**config.mk**
```make
export PLATFORM = sky130hd
export DESIGN_NAME = rainbow_color_cycler
export DESIGN_NICKNAME = d
export VERILOG_FILES = /design/src/hdl/rcc_pkg.sv /design/src/hdl/rcc_mul.sv /design/src/hdl/rcc_seq.sv /design/src/hdl/rainbow_color_cycler.sv
export SDC_FILE = /design/constraint.sdc
export NUM_CORES = 2
export LEC_CHECK = 0
export BUFFER_PORTS_ARGS = -buffer_cell sky130_fd_sc_hd__buf_2
export CORE_MARGIN = 4
export CORE_UTILIZATION = 41
export DETAILED_ROUTE_END_ITERATION = 16
export MAX_ROUTING_LAYER = met4
export SLEW_MARGIN = 20
export SYNTH_ARGS = -nofsm -noshare
export SYNTH_HDL_FRONTEND = slang
export SYNTH_SLANG_ARGS = --single-unit
```
**constraint.sdc**
```tcl
create_clock -name clk -period 11.6 [get_ports clk]
set_input_delay 2.32 -clock clk [delete_from_list [all_inputs] [get_ports clk]]
set_output_delay 2.32 -clock clk [all_outputs]
set_load 0.01 [all_outputs]
```
**src/hdl/rcc_pkg.sv**
```systemverilog
// ----------------------------------------------------------------------------
// rcc_pkg: shared types, constants and tables of the rainbow color cycler
// Holds the register map, the sequencer state and operand codes, the control
// bundle from the sequencer to the datapath, and the raised-sine level table.
// ----------------------------------------------------------------------------
package rcc_pkg;

  // Default phase accumulator width, Q0.PHASE_BITS
  localparam int PHASE_BITS_DEF = 16;

  // Sine table geometry
  localparam int SINE_TABLE_ENTRIES = 256;
  localparam int SINE_IDX_BITS      = $clog2(SINE_TABLE_ENTRIES);

  // Q1.15 one
  localparam logic [15:0] ONE_Q15 = 16'h8000;

  // 2*pi in Q30
  localparam logic [63:0] TWO_PI_Q30 = 64'd6746518852;

  // Configuration register map
  localparam int          CFG_IDX_W          = 3;
  localparam logic [2:0]  REG_MIN_BRIGHTNESS = 3'd0;
  localparam logic [2:0]  REG_MAX_BRIGHTNESS = 3'd1;
  localparam logic [2:0]  REG_BRIGHT_SPEED   = 3'd2;
  localparam logic [2:0]  REG_MIN_SATURATION = 3'd3;
  localparam logic [2:0]  REG_MAX_SATURATION = 3'd4;
  localparam logic [2:0]  REG_SAT_SPEED      = 3'd5;

  // Color channel slots walked by the sequencer
  localparam logic [1:0] CH_RED   = 2'd0;
  localparam logic [1:0] CH_GREEN = 2'd1;
  localparam logic [1:0] CH_BLUE  = 2'd2;

  // Sequencer states
  typedef enum logic [3:0] {
    ST_IDLE,   // wait for a tick
    ST_MB,     // step * brightness speed
    ST_MS,     // step * saturation speed, advance brightness phase
    ST_B0,     // advance saturation phase, min brightness term
    ST_B1,     // max brightness term
    ST_S0,     // brightness level, min saturation term
    ST_S1,     // max saturation term
    ST_SAT,    // saturation level
    ST_CA,     // blend product for current channel
    ST_CB,     // blended value
    ST_CC,     // scale product for current channel
    ST_FIN     // hand result to the output register
  } state_t;

  // Shared multiplier operand selects
  typedef enum logic [2:0] {
    MOP_BSPD,
    MOP_SSPD,
    MOP_BMIN,
    MOP_BMAX,
    MOP_SMIN,
    MOP_SMAX,
    MOP_BLEND,
    MOP_SCALE
  } mop_t;

  // Control bundle, sequencer to datapath
  typedef struct packed {
    logic       busy;
    logic       ld_step;
    logic       mul_en;
    mop_t       mop;
    logic       upd_bp;
    logic       upd_sp;
    logic       ld_acc;
    logic       ld_bright;
    logic       ld_sat;
    logic       ld_v;
    logic       ld_res;
    logic       ld_out;
    logic [1:0] chan;
  } ctl_t;

  // Table of u = (sin + 1) / 2 in Q1.15, one entry per table index
  typedef logic [SINE_TABLE_ENTRIES-1:0][15:0] sine_tab_t;

  function automatic sine_tab_t build_sine_table();
    sine_tab_t   tab;
    logic [63:0] t;
    logic [63:0] x;
    logic [63:0] x2;
    logic [63:0] term;
    logic [63:0] pos;
    logic [63:0] negs;
    logic        neg;
    longint      sum;
    longint      s;
    for (int i = 0; i < SINE_TABLE_ENTRIES; i++) begin
      t   = 64'(i) << (32 - SINE_IDX_BITS);
      neg = 1'b0;
      if (t >= 64'h8000_0000) begin
        neg = 1'b1;
        t   = t - 64'h8000_0000;
      end
      if (t > 64'h4000_0000) t = 64'h8000_0000 - t;
      x    = (t * TWO_PI_Q30) >> 32;
      x2   = (x * x) >> 30;
      term = x;
      pos  = x;
      negs = 64'd0;
      // Taylor terms, divisors (2k)(2k+1)
      for (int k = 1; k <= 5; k++) begin
        case (k)
          1:       term = ((term * x2) >> 30) / 64'd6;
          2:       term = ((term * x2) >> 30) / 64'd20;
          3:       term = ((term * x2) >> 30) / 64'd42;
          4:       term = ((term * x2) >> 30) / 64'd72;
          default: term = ((term * x2) >> 30) / 64'd110;
        endcase
        if ((k % 2) == 1) negs = negs + term;
        else              pos  = pos + term;
      end
      sum = longint'(pos) - longint'(negs);
      if (sum < 0) sum = 0;
      sum = (sum + 16384) >>> 15;
      if (sum > 32768) sum = 32768;
      s = neg ? -sum : sum;
      tab[i] = 16'((s + 32768) >>> 1);
    end
    return tab;
  endfunction

  localparam sine_tab_t SINE_U_TABLE = build_sine_table();

  // Level from the weighted sum, saturated at one
  function automatic logic [15:0] level_sat(input logic [32:0] sum);
    logic [17:0] q;
    q = sum[32:15];
    return (q > 18'(ONE_Q15)) ? ONE_Q15 : q[15:0];
  endfunction

endpackage

```
**src/hdl/rcc_mul.sv**
```systemverilog
// ----------------------------------------------------------------------------
// rcc_mul: shared multiplier with registered product
// One unsigned multiply per enabled cycle; the product holds otherwise.
// ----------------------------------------------------------------------------
module rcc_mul #(
  parameter int A_W = 16,
  parameter int B_W = 16
) (
  input  logic               clk,
  input  logic               en,
  input  logic [A_W-1:0]     a,
  input  logic [B_W-1:0]     b,
  output logic [A_W+B_W-1:0] p
);

  logic [A_W+B_W-1:0] p_r;

  // Product register, loaded only when an operation is issued
  always_ff @(posedge clk) begin
    if (en) begin
      p_r <= a * b;
    end
  end

  assign p = p_r;

endmodule

```
**src/hdl/rcc_seq.sv**
```systemverilog
// ----------------------------------------------------------------------------
// rcc_seq: sequencer of the rainbow color cycler
// Steps one tick through phase advance, level computation and the three
// channel blends, issuing at most one multiply per step on the shared unit.
// ----------------------------------------------------------------------------
module rcc_seq (
  input  logic          clk,
  input  logic          rst_n,
  input  logic          in_valid,
  input  logic          out_hold,
  output rcc_pkg::ctl_t ctl
);
  import rcc_pkg::*;

  state_t     state_r, state_nxt;
  logic [1:0] chan_r, chan_nxt;

  // State and channel registers
  always_ff @(posedge clk) begin
    if (!rst_n) begin
      state_r <= ST_IDLE;
      chan_r  <= CH_RED;
    end else begin
      state_r <= state_nxt;
      chan_r  <= chan_nxt;
    end
  end

  // Next state
  always_comb begin
    state_nxt = state_r;
    chan_nxt  = chan_r;
    case (state_r)
      ST_IDLE: if (in_valid) state_nxt = ST_MB;
      ST_MB:   state_nxt = ST_MS;
      ST_MS:   state_nxt = ST_B0;
      ST_B0:   state_nxt = ST_B1;
      ST_B1:   state_nxt = ST_S0;
      ST_S0:   state_nxt = ST_S1;
      ST_S1:   state_nxt = ST_SAT;
      ST_SAT: begin
        state_nxt = ST_CA;
        chan_nxt  = CH_RED;
      end
      ST_CA:   state_nxt = ST_CB;
      ST_CB:   state_nxt = ST_CC;
      ST_CC: begin
        if (chan_r == CH_BLUE) begin
          state_nxt = ST_FIN;
        end else begin
          state_nxt = ST_CA;
          chan_nxt  = chan_r + 2'd1;
        end
      end
      ST_FIN:  if (!out_hold) state_nxt = ST_IDLE;
      default: state_nxt = ST_IDLE;
    endcase
  end

  // Control outputs
  always_comb begin
    ctl           = '0;
    ctl.mop       = MOP_BSPD;
    ctl.chan      = chan_r;
    ctl.busy      = (state_r != ST_IDLE);
    case (state_r)
      ST_IDLE: ctl.ld_step = in_valid;
      ST_MB: begin
        ctl.mul_en = 1'b1;
        ctl.mop    = MOP_BSPD;
      end
      ST_MS: begin
        ctl.mul_en = 1'b1;
        ctl.mop    = MOP_SSPD;
        ctl.upd_bp = 1'b1;
      end
      ST_B0: begin
        ctl.mul_en = 1'b1;
        ctl.mop    = MOP_BMIN;
        ctl.upd_sp = 1'b1;
      end
      ST_B1: begin
        ctl.mul_en = 1'b1;
        ctl.mop    = MOP_BMAX;
        ctl.ld_acc = 1'b1;
      end
      ST_S0: begin
        ctl.mul_en    = 1'b1;
        ctl.mop       = MOP_SMIN;
        ctl.ld_bright = 1'b1;
      end
      ST_S1: begin
        ctl.mul_en = 1'b1;
        ctl.mop    = MOP_SMAX;
        ctl.ld_acc = 1'b1;
      end
      ST_SAT: ctl.ld_sat = 1'b1;
      ST_CA: begin
        ctl.mul_en = 1'b1;
        ctl.mop    = MOP_BLEND;
        // product still holds the previous channel's scaled value
        ctl.ld_res = (chan_r != CH_RED);
      end
      ST_CB: ctl.ld_v = 1'b1;
      ST_CC: begin
        ctl.mul_en = 1'b1;
        ctl.mop    = MOP_SCALE;
      end
      ST_FIN:  ctl.ld_out = !out_hold;
      default: ctl.busy = 1'b1;
    endcase
  end

endmodule

```
**src/hdl/rainbow_color_cycler.sv**
```systemverilog
// ----------------------------------------------------------------------------
// rainbow_color_cycler: hue wheel color cycle generator
// Advances hue, brightness and saturation phases per tick and returns the
// resulting RGB color in Q1.15.
// ----------------------------------------------------------------------------
// Usage:
//   Input channel (in_valid / in_stall / in_phase_step): one transaction per
//   animation tick carrying the hue phase step, Q0.16 of a turn. in_stall is
//   high while a tick is being worked on.
//   Result channel (out_valid / out_stall / out_red, out_green, out_blue):
//   one transaction per tick, the color after the phase advance.
//   Config channel (cfg_valid / cfg_ready / cfg_index / cfg_data): always
//   ready; write only while no tick is in flight. Unknown indexes are ignored.
// Timing:
//   A new tick is taken only once the previous one has reached the output
//   register. The tick rate is set by the single shared multiplier: 12
//   multiplies per tick, issued at most one per cycle by the sequencer,
//   plus level and blend steps between them.
// Reset:
//   Phases clear to zero, registers take their defaults (levels at one,
//   speeds at 1.0). No clearing pass is needed.
// Stall:
//   A finished color waits in the sequencer until the output register is
//   free; a held result is never overwritten, and no new tick is taken.
// ----------------------------------------------------------------------------
module rainbow_color_cycler #(
  parameter int PHASE_BITS = rcc_pkg::PHASE_BITS_DEF
) (
  input  logic                          clk,
  input  logic                          rst_n,
  // tick input
  input  logic                          in_valid,
  output logic                          in_stall,
  input  logic [15:0]                   in_phase_step,
  // color output
  output logic                          out_valid,
  input  logic                          out_stall,
  output logic [15:0]                   out_red,
  output logic [15:0]                   out_green,
  output logic [15:0]                   out_blue,
  // register writes
  input  logic                          cfg_valid,
  output logic                          cfg_ready,
  input  logic [rcc_pkg::CFG_IDX_W-1:0] cfg_index,
  input  logic [15:0]                   cfg_data
);
  import rcc_pkg::*;

  localparam int AW = (PHASE_BITS > 16) ? PHASE_BITS : 16;
  localparam int PW = AW + 16;

  // Hue wheel segments
  localparam logic [2:0] SEG_RED_GREEN_UP  = 3'd0;
  localparam logic [2:0] SEG_RED_DOWN      = 3'd1;
  localparam logic [2:0] SEG_BLUE_UP       = 3'd2;
  localparam logic [2:0] SEG_GREEN_DOWN    = 3'd3;
  localparam logic [2:0] SEG_RED_UP        = 3'd4;

  ctl_t ctl;

  // Configuration registers
  logic [15:0] min_bright_r, max_bright_r, bright_speed_r;
  logic [15:0] min_sat_r, max_sat_r, sat_speed_r;

  // Phase state and working registers
  logic [PHASE_BITS-1:0] hue_r, bp_r, sp_r, step_r;
  logic [31:0]           acc_r;
  logic [15:0]           bright_r, sat_r, v_r, res0_r, res1_r;
  logic [15:0]           out_red_r, out_green_r, out_blue_r;
  logic                  out_valid_r;

  logic [PHASE_BITS+15:0] step_ext;
  logic [PHASE_BITS-1:0]  step_w;
  logic [PHASE_BITS+2:0]  hue_x6;
  logic [2:0]             seg;
  logic [PHASE_BITS+14:0] ramp_ext;
  logic [15:0]            ramp, inv;
  logic [15:0]            c_red, c_green, c_blue, c_sel;
  logic [15:0]            u_b, u_s;
  logic [AW-1:0]          mul_a;
  logic [15:0]            mul_b;
  logic [PW-1:0]          prod;
  logic [32:0]            lvl_sum;
  logic [15:0]            chan_val;

  rcc_seq u_seq (
    .clk      (clk),
    .rst_n    (rst_n),
    .in_valid (in_valid),
    .out_hold (out_valid_r && out_stall),
    .ctl      (ctl)
  );

  rcc_mul #(
    .A_W (AW),
    .B_W (16)
  ) u_mul (
    .clk (clk),
    .en  (ctl.mul_en),
    .a   (mul_a),
    .b   (mul_b),
    .p   (prod)
  );

  // Register writes, always accepted
  assign cfg_ready = 1'b1;

  always_ff @(posedge clk) begin
    if (!rst_n) begin
      min_bright_r   <= ONE_Q15;
      max_bright_r   <= ONE_Q15;
      bright_speed_r <= 16'd256;
      min_sat_r      <= ONE_Q15;
      max_sat_r      <= ONE_Q15;
      sat_speed_r    <= 16'd256;
    end else if (cfg_valid) begin
      case (cfg_index)
        REG_MIN_BRIGHTNESS: min_bright_r   <= cfg_data;
        REG_MAX_BRIGHTNESS: max_bright_r   <= cfg_data;
        REG_BRIGHT_SPEED:   bright_speed_r <= cfg_data;
        REG_MIN_SATURATION: min_sat_r      <= cfg_data;
        REG_MAX_SATURATION: max_sat_r      <= cfg_data;
        REG_SAT_SPEED:      sat_speed_r    <= cfg_data;
        default: ;
      endcase
    end
  end

  // Step widened to Q0.PHASE_BITS
  assign step_ext = {in_phase_step, PHASE_BITS'(0)};
  assign step_w   = step_ext[PHASE_BITS+15:16];

  // Hue wheel: segment and Q1.15 ramp from hue * 6
  assign hue_x6   = ({3'b000, hue_r} << 2) + ({3'b000, hue_r} << 1);
  assign seg      = hue_x6[PHASE_BITS+2:PHASE_BITS];
  assign ramp_ext = {hue_x6[PHASE_BITS-1:0], 15'd0};
  assign ramp     = {1'b0, ramp_ext[PHASE_BITS+14:PHASE_BITS]};
  assign inv      = ONE_Q15 - ramp;

  always_comb begin
    case (seg)
      SEG_RED_GREEN_UP: begin
        c_red = ONE_Q15; c_green = ramp;    c_blue = 16'd0;
      end
      SEG_RED_DOWN: begin
        c_red = inv;     c_green = ONE_Q15; c_blue = 16'd0;
      end
      SEG_BLUE_UP: begin
        c_red = 16'd0;   c_green = ONE_Q15; c_blue = ramp;
      end
      SEG_GREEN_DOWN: begin
        c_red = 16'd0;   c_green = inv;     c_blue = ONE_Q15;
      end
      SEG_RED_UP: begin
        c_red = ramp;    c_green = 16'd0;   c_blue = ONE_Q15;
      end
      default: begin
        c_red = ONE_Q15; c_green = 16'd0;   c_blue = inv;
      end
    endcase
  end

  // Channel being blended
  always_comb begin
    case (ctl.chan)
      CH_RED:   c_sel = c_red;
      CH_GREEN: c_sel = c_green;
      default:  c_sel = c_blue;
    endcase
  end

  // Raised sine of the top phase bits
  assign u_b = SINE_U_TABLE[bp_r[PHASE_BITS-1 -: SINE_IDX_BITS]];
  assign u_s = SINE_U_TABLE[sp_r[PHASE_BITS-1 -: SINE_IDX_BITS]];

  // Shared multiplier operand select
  always_comb begin
    case (ctl.mop)
      MOP_BSPD: begin
        mul_a = AW'(step_r);       mul_b = bright_speed_r;
      end
      MOP_SSPD: begin
        mul_a = AW'(step_r);       mul_b = sat_speed_r;
      end
      MOP_BMIN: begin
        mul_a = AW'(min_bright_r); mul_b = ONE_Q15 - u_b;
      end
      MOP_BMAX: begin
        mul_a = AW'(max_bright_r); mul_b = u_b;
      end
      MOP_SMIN: begin
        mul_a = AW'(min_sat_r);    mul_b = ONE_Q15 - u_s;
      end
      MOP_SMAX: begin
        mul_a = AW'(max_sat_r);    mul_b = u_s;
      end
      MOP_BLEND: begin
        mul_a = AW'(ONE_Q15 - c_sel); mul_b = ONE_Q15 - sat_r;
      end
      default: begin
        mul_a = AW'(v_r);          mul_b = bright_r;
      end
    endcase
  end

  assign lvl_sum  = {1'b0, acc_r} + {1'b0, prod[31:0]};
  assign chan_val = prod[30:15];

  // Phase state
  always_ff @(posedge clk) begin
    if (!rst_n) begin
      hue_r <= '0;
      bp_r  <= '0;
      sp_r  <= '0;
    end else begin
      if (ctl.ld_step) hue_r <= hue_r + step_w;
      if (ctl.upd_bp)  bp_r  <= bp_r + prod[PHASE_BITS+7:8];
      if (ctl.upd_sp)  sp_r  <= sp_r + prod[PHASE_BITS+7:8];
    end
  end

  // Working registers
  always_ff @(posedge clk) begin
    if (ctl.ld_step)   step_r   <= step_w;
    if (ctl.ld_acc)    acc_r    <= prod[31:0];
    if (ctl.ld_bright) bright_r <= level_sat(lvl_sum);
    if (ctl.ld_sat)    sat_r    <= level_sat(lvl_sum);
    if (ctl.ld_v)      v_r      <= c_sel + chan_val;
    if (ctl.ld_res && ctl.chan == CH_GREEN) res0_r <= chan_val;
    if (ctl.ld_res && ctl.chan == CH_BLUE)  res1_r <= chan_val;
  end

  // Output register
  always_ff @(posedge clk) begin
    if (!rst_n) begin
      out_valid_r <= 1'b0;
    end else if (ctl.ld_out) begin
      out_valid_r <= 1'b1;
    end else if (out_valid_r && !out_stall) begin
      out_valid_r <= 1'b0;
    end
  end

  always_ff @(posedge clk) begin
    if (ctl.ld_out) begin
      out_red_r   <= res0_r;
      out_green_r <= res1_r;
      out_blue_r  <= chan_val;
    end
  end

  assign in_stall  = ctl.busy;
  assign out_valid = out_valid_r;
  assign out_red   = out_red_r;
  assign out_green = out_green_r;
  assign out_blue  = out_blue_r;

`ifndef NO_ASSERTIONS
  // A pending result is never overwritten
  a_no_overwrite: assert property (@(posedge clk) disable iff (!rst_n)
    ctl.ld_out |-> !(out_valid_r && out_stall))
    else $error("result overwritten while stalled");

  // An accepted tick puts the sequencer to work
  a_accept_busy: assert property (@(posedge clk) disable iff (!rst_n)
    (in_valid && !in_stall) |=> ctl.busy)
    else $error("tick accepted but sequencer idle");

  // Brightness level never exceeds one
  a_bright_range: assert property (@(posedge clk) disable iff (!rst_n)
    ctl.ld_bright |=> (bright_r <= ONE_Q15))
    else $error("brightness level above one");

  // Saturation level never exceeds one
  a_sat_range: assert property (@(posedge clk) disable iff (!rst_n)
    ctl.ld_sat |=> (sat_r <= ONE_Q15))
    else $error("saturation level above one");

  // Delivered channels stay within Q1.15 one
  a_out_range: assert property (@(posedge clk) disable iff (!rst_n)
    out_valid |-> (out_red <= ONE_Q15 && out_green <= ONE_Q15 && out_blue <= ONE_Q15))
    else $error("channel above one");
`endif

endmodule
```
## Word level (Yosys, flattened, before mapping)

Memory sizes are Yosys's and may differ from the RTL's. A register that Yosys moved wholly into a read port is not among the register bits.
Cells that the tools add are included.

- Memories: 2
- Logic and storage cells: 134
- Register bits: 359
- Memory bits (read-only): 8192
- Bits of input ports: 40

Memories:

| name | depth | width | read ports | clocked after Yosys merged registers in | write ports | line | text |
|---|---|---|---|---|---|---|---|
| (no name shown) | 256 | 16 | 1 | 1 | 0 | rainbow_color_cycler.sv:174 | `assign u_s = SINE_U_TABLE[sp_r[PHASE_BITS-1 -: SINE_IDX_BITS]];` |
| (no name shown) | 256 | 16 | 1 | 1 | 0 | rainbow_color_cycler.sv:173 | `assign u_b = SINE_U_TABLE[bp_r[PHASE_BITS-1 -: SINE_IDX_BITS]];` |

- Eq/ne operators: 31
- $lt $le $gt $ge: 3
- Multipliers: 1
- Mux-type cells: 32
- Add/subtract/negate cells: 12
- Reduce and logical (&&, ||, !) cells: 30

Operator list:

| operator | number |
|---|---|
| case mux 16 bit (3 select lines) | 3 |
| case mux 16 bit (7 select lines) | 1 |
| case mux 16 bit (6 select lines) | 1 |
| adder 16 bit | 4 |
| subtractor 16 bit (first input constant) | 4 |
| two-way mux 16 bit | 3 |
| case mux 4 bit (12 select lines) | 1 |
| adder 32 x 32 -> 33 bit | 1 |
| multiplier 16 x 16 -> 32 bit | 1 |
| two-way mux 8 bit | 4 |
| case mux 16 bit (2 select lines) | 1 |
| case mux 4 bit (8 select lines) | 1 |
| adder 18 x 17 -> 19 bit | 1 |
| == test 3 x 2 -> 1 bit (second input constant) | 6 |
| == test 3 bit (second input constant) | 6 |
| greater-than comparator 18 x 16 -> 1 bit (second input constant) | 1 |
| less-than comparator 8 x 9 -> 1 bit (second input constant) | 2 |
| == test 4 x 3 -> 1 bit (second input constant) | 4 |
| == test 4 bit (second input constant) | 4 |
| AND reduction 2 bit | 8 |
| subtractor 16 x 15 -> 16 bit (first input constant) | 1 |
| two-way mux 1 bit | 12 |
| OR reduction 12 bit | 1 |
| OR reduction 2 bit | 6 |
| 17 further kinds | 32 |

## Logic depth before layout (Yosys ltp)

- Depth after elaboration: 8
- Mapped depth: 42

## Modules after synthesis

Synthesis repeated with hierarchy kept, for this count alone.

- Cell total of the unflattened synthesis: 4739
- Area total of the unflattened synthesis: 38410.6 um2

By module, submodules not included:

| module | cells an instance | times used | area an instance (um2) |
|---|---|---|---|
| rainbow_color_cycler | 3627 | 1 | 28300.9 |
| rcc_mul | 1034 | 1 | 9559.2 |
| rcc_seq | 78 | 1 | 550.5 |

## Least setup slack after synthesis

No wires, ideal clock.

- Path kind: flip-flop to flip-flop
- From: register hue_r[0]
- To: register u_mul.p_r[31], in the netlist u_mul.p[31], data pin
- Setup time: 0.260 ns
- Data arrival time: 9.973 ns
- Slack: 1.367 ns
- Data required time: 11.340 ns
- Cell stages (with the launch flop): 41
- Path through: dfxtp_1 -> ha_1 -> fa_1 -> a211oi_1 -> o21ai_2 -> a2111oi_4 -> or3_1 -> and2_1 -> buf_6 -> a21oi_2 -> buf_4 -> a32oi_1 -> nand3b_1 -> inv_1 -> ha_1 -> or3b_2 -> nor3_4 -> xnor2_1 -> [5 not listed] -> fa_1 -> inv_1 -> fa_1 -> inv_1 -> fa_1 -> inv_1 -> fa_1 -> inv_1 -> ha_1 -> nand2b_1 -> o41ai_1 -> a211oi_1 -> a21oi_1 -> a311oi_1 -> a2111oi_0 -> o21bai_1 -> a21oi_1 -> xnor2_1

- Longest elaborated chain between the ends: 8
- Elaborated cells on any way between the ends: 18
- Classes of those cells: add/sub: 3; mul: 1; eq/ne: 4; mux: 5; reduce/logical: 5

RTL lines:

| item | line | text |
|---|---|---|
| start, declared | rainbow_color_cycler.sv:66 | `logic [PHASE_BITS-1:0] hue_r, bp_r, sp_r, step_r;` |
| start signal, assigned | rainbow_color_cycler.sv:216 | `if (ctl.ld_step) hue_r <= hue_r + step_w;` |
| adder 18 x 17 -> 19 bit * | rainbow_color_cycler.sv:134 | `assign hue_x6 = ({3'b000, hue_r} << 2) + ({3'b000, hue_r} << 1);` |
| parallel branches: the longest is 3 deep, another holds subtractor 16 x 15 -> 16 bit | -- |  |
| case mux 16 bit (2 select lines) * | rainbow_color_cycler.sv:165 | `case (ctl.chan)` |
| subtractor 16 bit * | rainbow_color_cycler.sv:198 | `mul_a = AW'(ONE_Q15 - c_sel); mul_b = ONE_Q15 - sat_r;` |
| case mux 16 bit (6 select lines) * | rainbow_color_cycler.sv:178 | `case (ctl.mop)` |
| multiplier 16 x 16 -> 32 bit * | rcc_mul.sv:21 | `p_r <= a * b;` |
| end signal, assigned | rcc_mul.sv:21 |  |
| end, declared | rcc_mul.sv:16 | `logic [A_W+B_W-1:0] p_r;` |

Every way passes the cells marked *.
A chain may end at the register's enable or synchronous reset.

## Worst setup path after layout

Same ends and word-level chain as after synthesis.

==> impl_summary.txt <==
----------------------------------------------------
[Run status]
  Status ... finished, final reports clean

[Power and ir drop]
  Areal power density over the cells ... 167 nW/µm²
  Leakage power total ... around 0.017 µW
  Worst IR Drop VDD ... approximately 0.00010 V

[Global route]
  Overflow after GRT ... 0
  Vias in the first global route ... 36700
  Pin count of the biggest net entering global routing ... 67
  Antenna violations before repair ... 6
  Global-route wire length before repair ... 237000 µm
  Total GRT Usage ... a little under a third

[Logic synthesis]
  Proportion of synthesized flip-flops having asynchronous set or reset ... 0%
  Net count of the mapped netlist ... 5371
  Yosys warnings ... 0
  Sequential share of the synthesized area ... 25.4%
  Share of the synthesized area in the top cell type ... between 15 and 20%
  Number of distinct library cell variants in the gate-level netlist after synthesis ... between 90 and 100
  Area leader, netlist ... edfxtp_1
  Combined area of all synthesized cells ... ~39000 µm²
  Number of synthesized register bits ... slightly below 400
  Largest cells by area after synthesis ... edfxtp_1 16%, fa_1 10%, dfxtp_1 9.4%
  Number of synthesized flops with an enable pin ... 208
  Ys flop type ... edfxtp_1
  Mean instance size in the synthesized netlist ... roughly 8.0 µm²
  Number of instances in the synthesized netlist ... 4886

[Critical path]
  Delay of the slowest cell on the worst path ... 0.55 ns
  Arrival time worst endpoint ... 11.37 ns
  Kind of capture point of the worst setup path ... flip-flop
  Critical register-to-register path endpoint ... u_mul.p[31]
  R2r setup slk ... 0.61 ns
  Most common cell type on the critical path ... fa_1
  Critical path fanouts, max ... 8
  Worst reg-to-reg path cell count ... 38
  Reg2Reg Launch Point ... hue_r[0]
  Required time reported for the critical path endpoint ... between 10 and 15 ns
  Critical path's slowest cell ... fa_1
  Startpoint kind of the worst setup timing path ... flip-flop
  Path type of the worst setup path ... flip-flop to flip-flop

[Cells and area]
  NumNets Final ... ~5300
  Layout overhead on the synthesized area ... 9.31%
  Final cell area excluding filler cells ... 42600 µm²
  Share of layout cells above drive strength 1 ... 8.51%

[STA]
  Time the final worst path needs with I/O delays and setup ... 10.99 ns
  Hold violation count in the final report ... 0
  Finish-stage setup viols ... 0
  Setup TNS ... 0 ns
  Portion of the clock cycle consumed by the worst path in the final layout ... 94.7%
  Clock skew ... 0.0434 ns
  Slew Limit Headroom ... 25.0%
  Max-slew violation total from the final report ... 0
  RSZ-0062 raised after global routing ... false
  Max Freq ... between 90 and 100 MHz
  Actual slew at the worst max-slew pin ... 1.11 ns
  Worst slack on hold paths ... 0.403 ns

[Hold path]
  Endpoint of the worst hold-timing path ... out_red[4]
  Worst hold path class ... flip-flop to flip-flop
  Depth of the worst hold-timing path ... 0
  Worst hold path startpoint ... res0_r[4]

[Route]
  Routed length per placed instance ... 25.9 µm
  Post-detailed-route via-to-cell ratio ... 6.44
  Total iterations of the first detailed-routing run ... 8
  Overall via count from detail_route ... 39400
  Detailed Route WL ... 159000 µm
  DRC viols ... 0
  Count of nets left with antenna violations after detail routing ... 0
  Number of DRC violations after detailed-routing iteration 0 ... 5520

[Die]
  Boundary Pins ... just over 90
  Placeable Area ... 93700 µm²
  Die Wd ... 316 µm
  Starting density of the core ... 41.5%
  Die Height ... 316 µm
  Number of standard-cell rows in the floorplan ... 112
  Area enclosed by the die boundary ... around 100000 µm²

[Clock tree]
  Buffer depth of the longest clock path ... 3
  Root buffer cell ... clkbuf_16
  Insertion delay to the later sink of the worst-skew pair ... 0.63 ns
  Total clock buffers created by CTS ... 46
  Number of levels in the clock H-tree ... 2
  Clock edge transition at the registers on the reported setup and hold paths ... approximately 0.08 ns
  Number of clock sinks ... 391
  TritonCTS clock tree ... yes

[Job]
  Total of max-cap violations ... 0

[Place]
  HPWL Detailed ... around 110000 µm
  Global placer's final weighted congestion ... 1.03
  Cell area after placement ... 40900 µm²
  Count of buffers inserted at the top-level ports ... roughly 90

----------------------------------------------------
cells in the mapped netlist (all sizes together), types with 21 or more instances:
| cell | n |
|---|---|
| a221oi | 35 |
| nand2 | 624 |
| o211ai | 82 |
| ha | 246 |
| nor2b | 22 |
| o221ai | 23 |
| nor2 | 353 |
| o22ai | 57 |
| and3 | 29 |
| xor2 | 33 |
| a22oi | 46 |
| a21o | 48 |
| o311ai | 26 |
| or3 | 44 |
| nor3 | 146 |
| o31ai | 37 |
| a211o | 21 |
| nand2b | 44 |
| o21a | 38 |
| dfxtp | 183 |
| xnor2 | 92 |
| nand3 | 127 |
| a31oi | 84 |
| nand4 | 24 |
| o21ai | 309 |
| nor4 | 34 |
| a2111oi | 22 |
| clkbuf | 264 |
| buf | 84 |
| fa | 199 |
| a21oi | 479 |
| a211oi | 90 |
| inv | 342 |
| edfxtp | 208 |
| or2 | 21 |
| mux2i | 26 |
| and2 | 41 |
| a311oi | 40 |
logic make-up (layout without fill, tap and decap cells):
family / Yosys count / in the layout / synth area share (%)
compound gates: 1627 / 1627 / 27.4
other cells: 1 / 5 / 0.00963
mux: 32 / 32 / 0.842
simple gates: 1572 / 1572 / 18.6
flops: 391 / 391 / 25.4
buf+inv: 693 / 672 / 6.80
fa+ha+maj: 445 / 445 / 18.1
xor+xnor: 125 / 125 / 2.81
layout by cell type (no fill, tap or decap), types with 19 or more instances in the layout:
cell type	count
fa_1	199
nand2b_1	44
ha_1	246
xor2_1	33
or2_2	19
dfxtp_1	183
a211o_1	21
mux2i_1	26
or3_1	44
a31oi_1	83
o211ai_1	81
clkbuf_16	47
xnor2_1	91
o31ai_1	36
o311ai_0	25
nor2b_1	22
buf_4	153
nor2_1	346
a311oi_1	39
a21oi_1	474
edfxtp_1	208
a221oi_1	35
nor4_1	34
a21o_1	48
nor3_1	135
nand3_1	127
o22ai_1	56
o21ai_0	289
inv_1	334
a211oi_1	83
buf_2	89
nand2_1	624
nand4_1	24
o21a_1	38
a22oi_1	46
and2_1	40
and3_1	29
o221ai_1	23
worst max-delay path, delay by kind of cell (launching register included):
kind | cells | cell delay (ns)
AO/OA/AOI/OAI | 13 | 3.11
XOR/XNOR | 2 | 0.41
adder cells (fa/ha/maj) | 10 | 4.25
buffers and inverters | 6 | 0.52
flip-flops | 1 | 0.39
AND/OR/NAND/NOR | 7 | 2.08
through the flow:
stage          cells  power, µW  setup WS (ns)  util [%]
2_1_floorplan   4886       4300           1.37         -
3_3_place_gp    6033       5520          0.576      43.6
3_5_place_dp    6033       5520          0.369      43.7
4_1_cts         6116       7020          0.381      45.3
5_1_grt         6122       7550        0.00382      45.4
6_report        6123       7130          0.612      45.4
worst max-delay path by stage:
stage	from	endpoint	slack, ns	cells after the start
after floorplan	hue_r[0]	u_mul.p[31]	1.37	40
after global placement	hue_r[0]	u_mul.p[31]	0.58	37
after global routing	hue_r[0]	u_mul.p[31]	0.004	38
after detailed placement	hue_r[0]	u_mul.p[31]	0.37	37
final	hue_r[0]	u_mul.p[31]	0.61	38
after CTS	hue_r[0]	u_mul.p[31]	0.38	37
area by class of cell:
type                            count  area (µm²)
Sequential cell                   391        9910
Timing Repair Buffer              244        1640
Antenna cell                        4        10.0
Clock inverter                     21         216
Clock buffer                       62        1300
Tap cell                         1254        1570
Inverter                          345        1300
Fill cell                        9389       51200
Multi-Input combinational cell   3802       26600
power breakdown:
group / switching, µW / leakage (µW) / internal [µW] / total (µW)
Sequential: 124 / 0.00343 / 1650 / 1780
Combinational: 2530 / 0.0128 / 1330 / 3870
Clock: 641 / 0.000742 / 843 / 1480
Total: 3300 / 0.0170 / 3830 / 7130
what timing repair did:
item | 4_1_cts | 5_1_grt
endpoints found under the setup margin | 0 | 4
hold buffers | 0 | 0
gates resized for setup | 0 | 7
setup buffers | 0 | 2
layer usage:
metal  share of wire (%)  track usage [%]
met5                   0                -
met4                 4.1             10.4
met3                  11             7.03
met2                  42             45.3
met1                  43             44.7
Note: power is estimated with default switching activity, not from simulation.
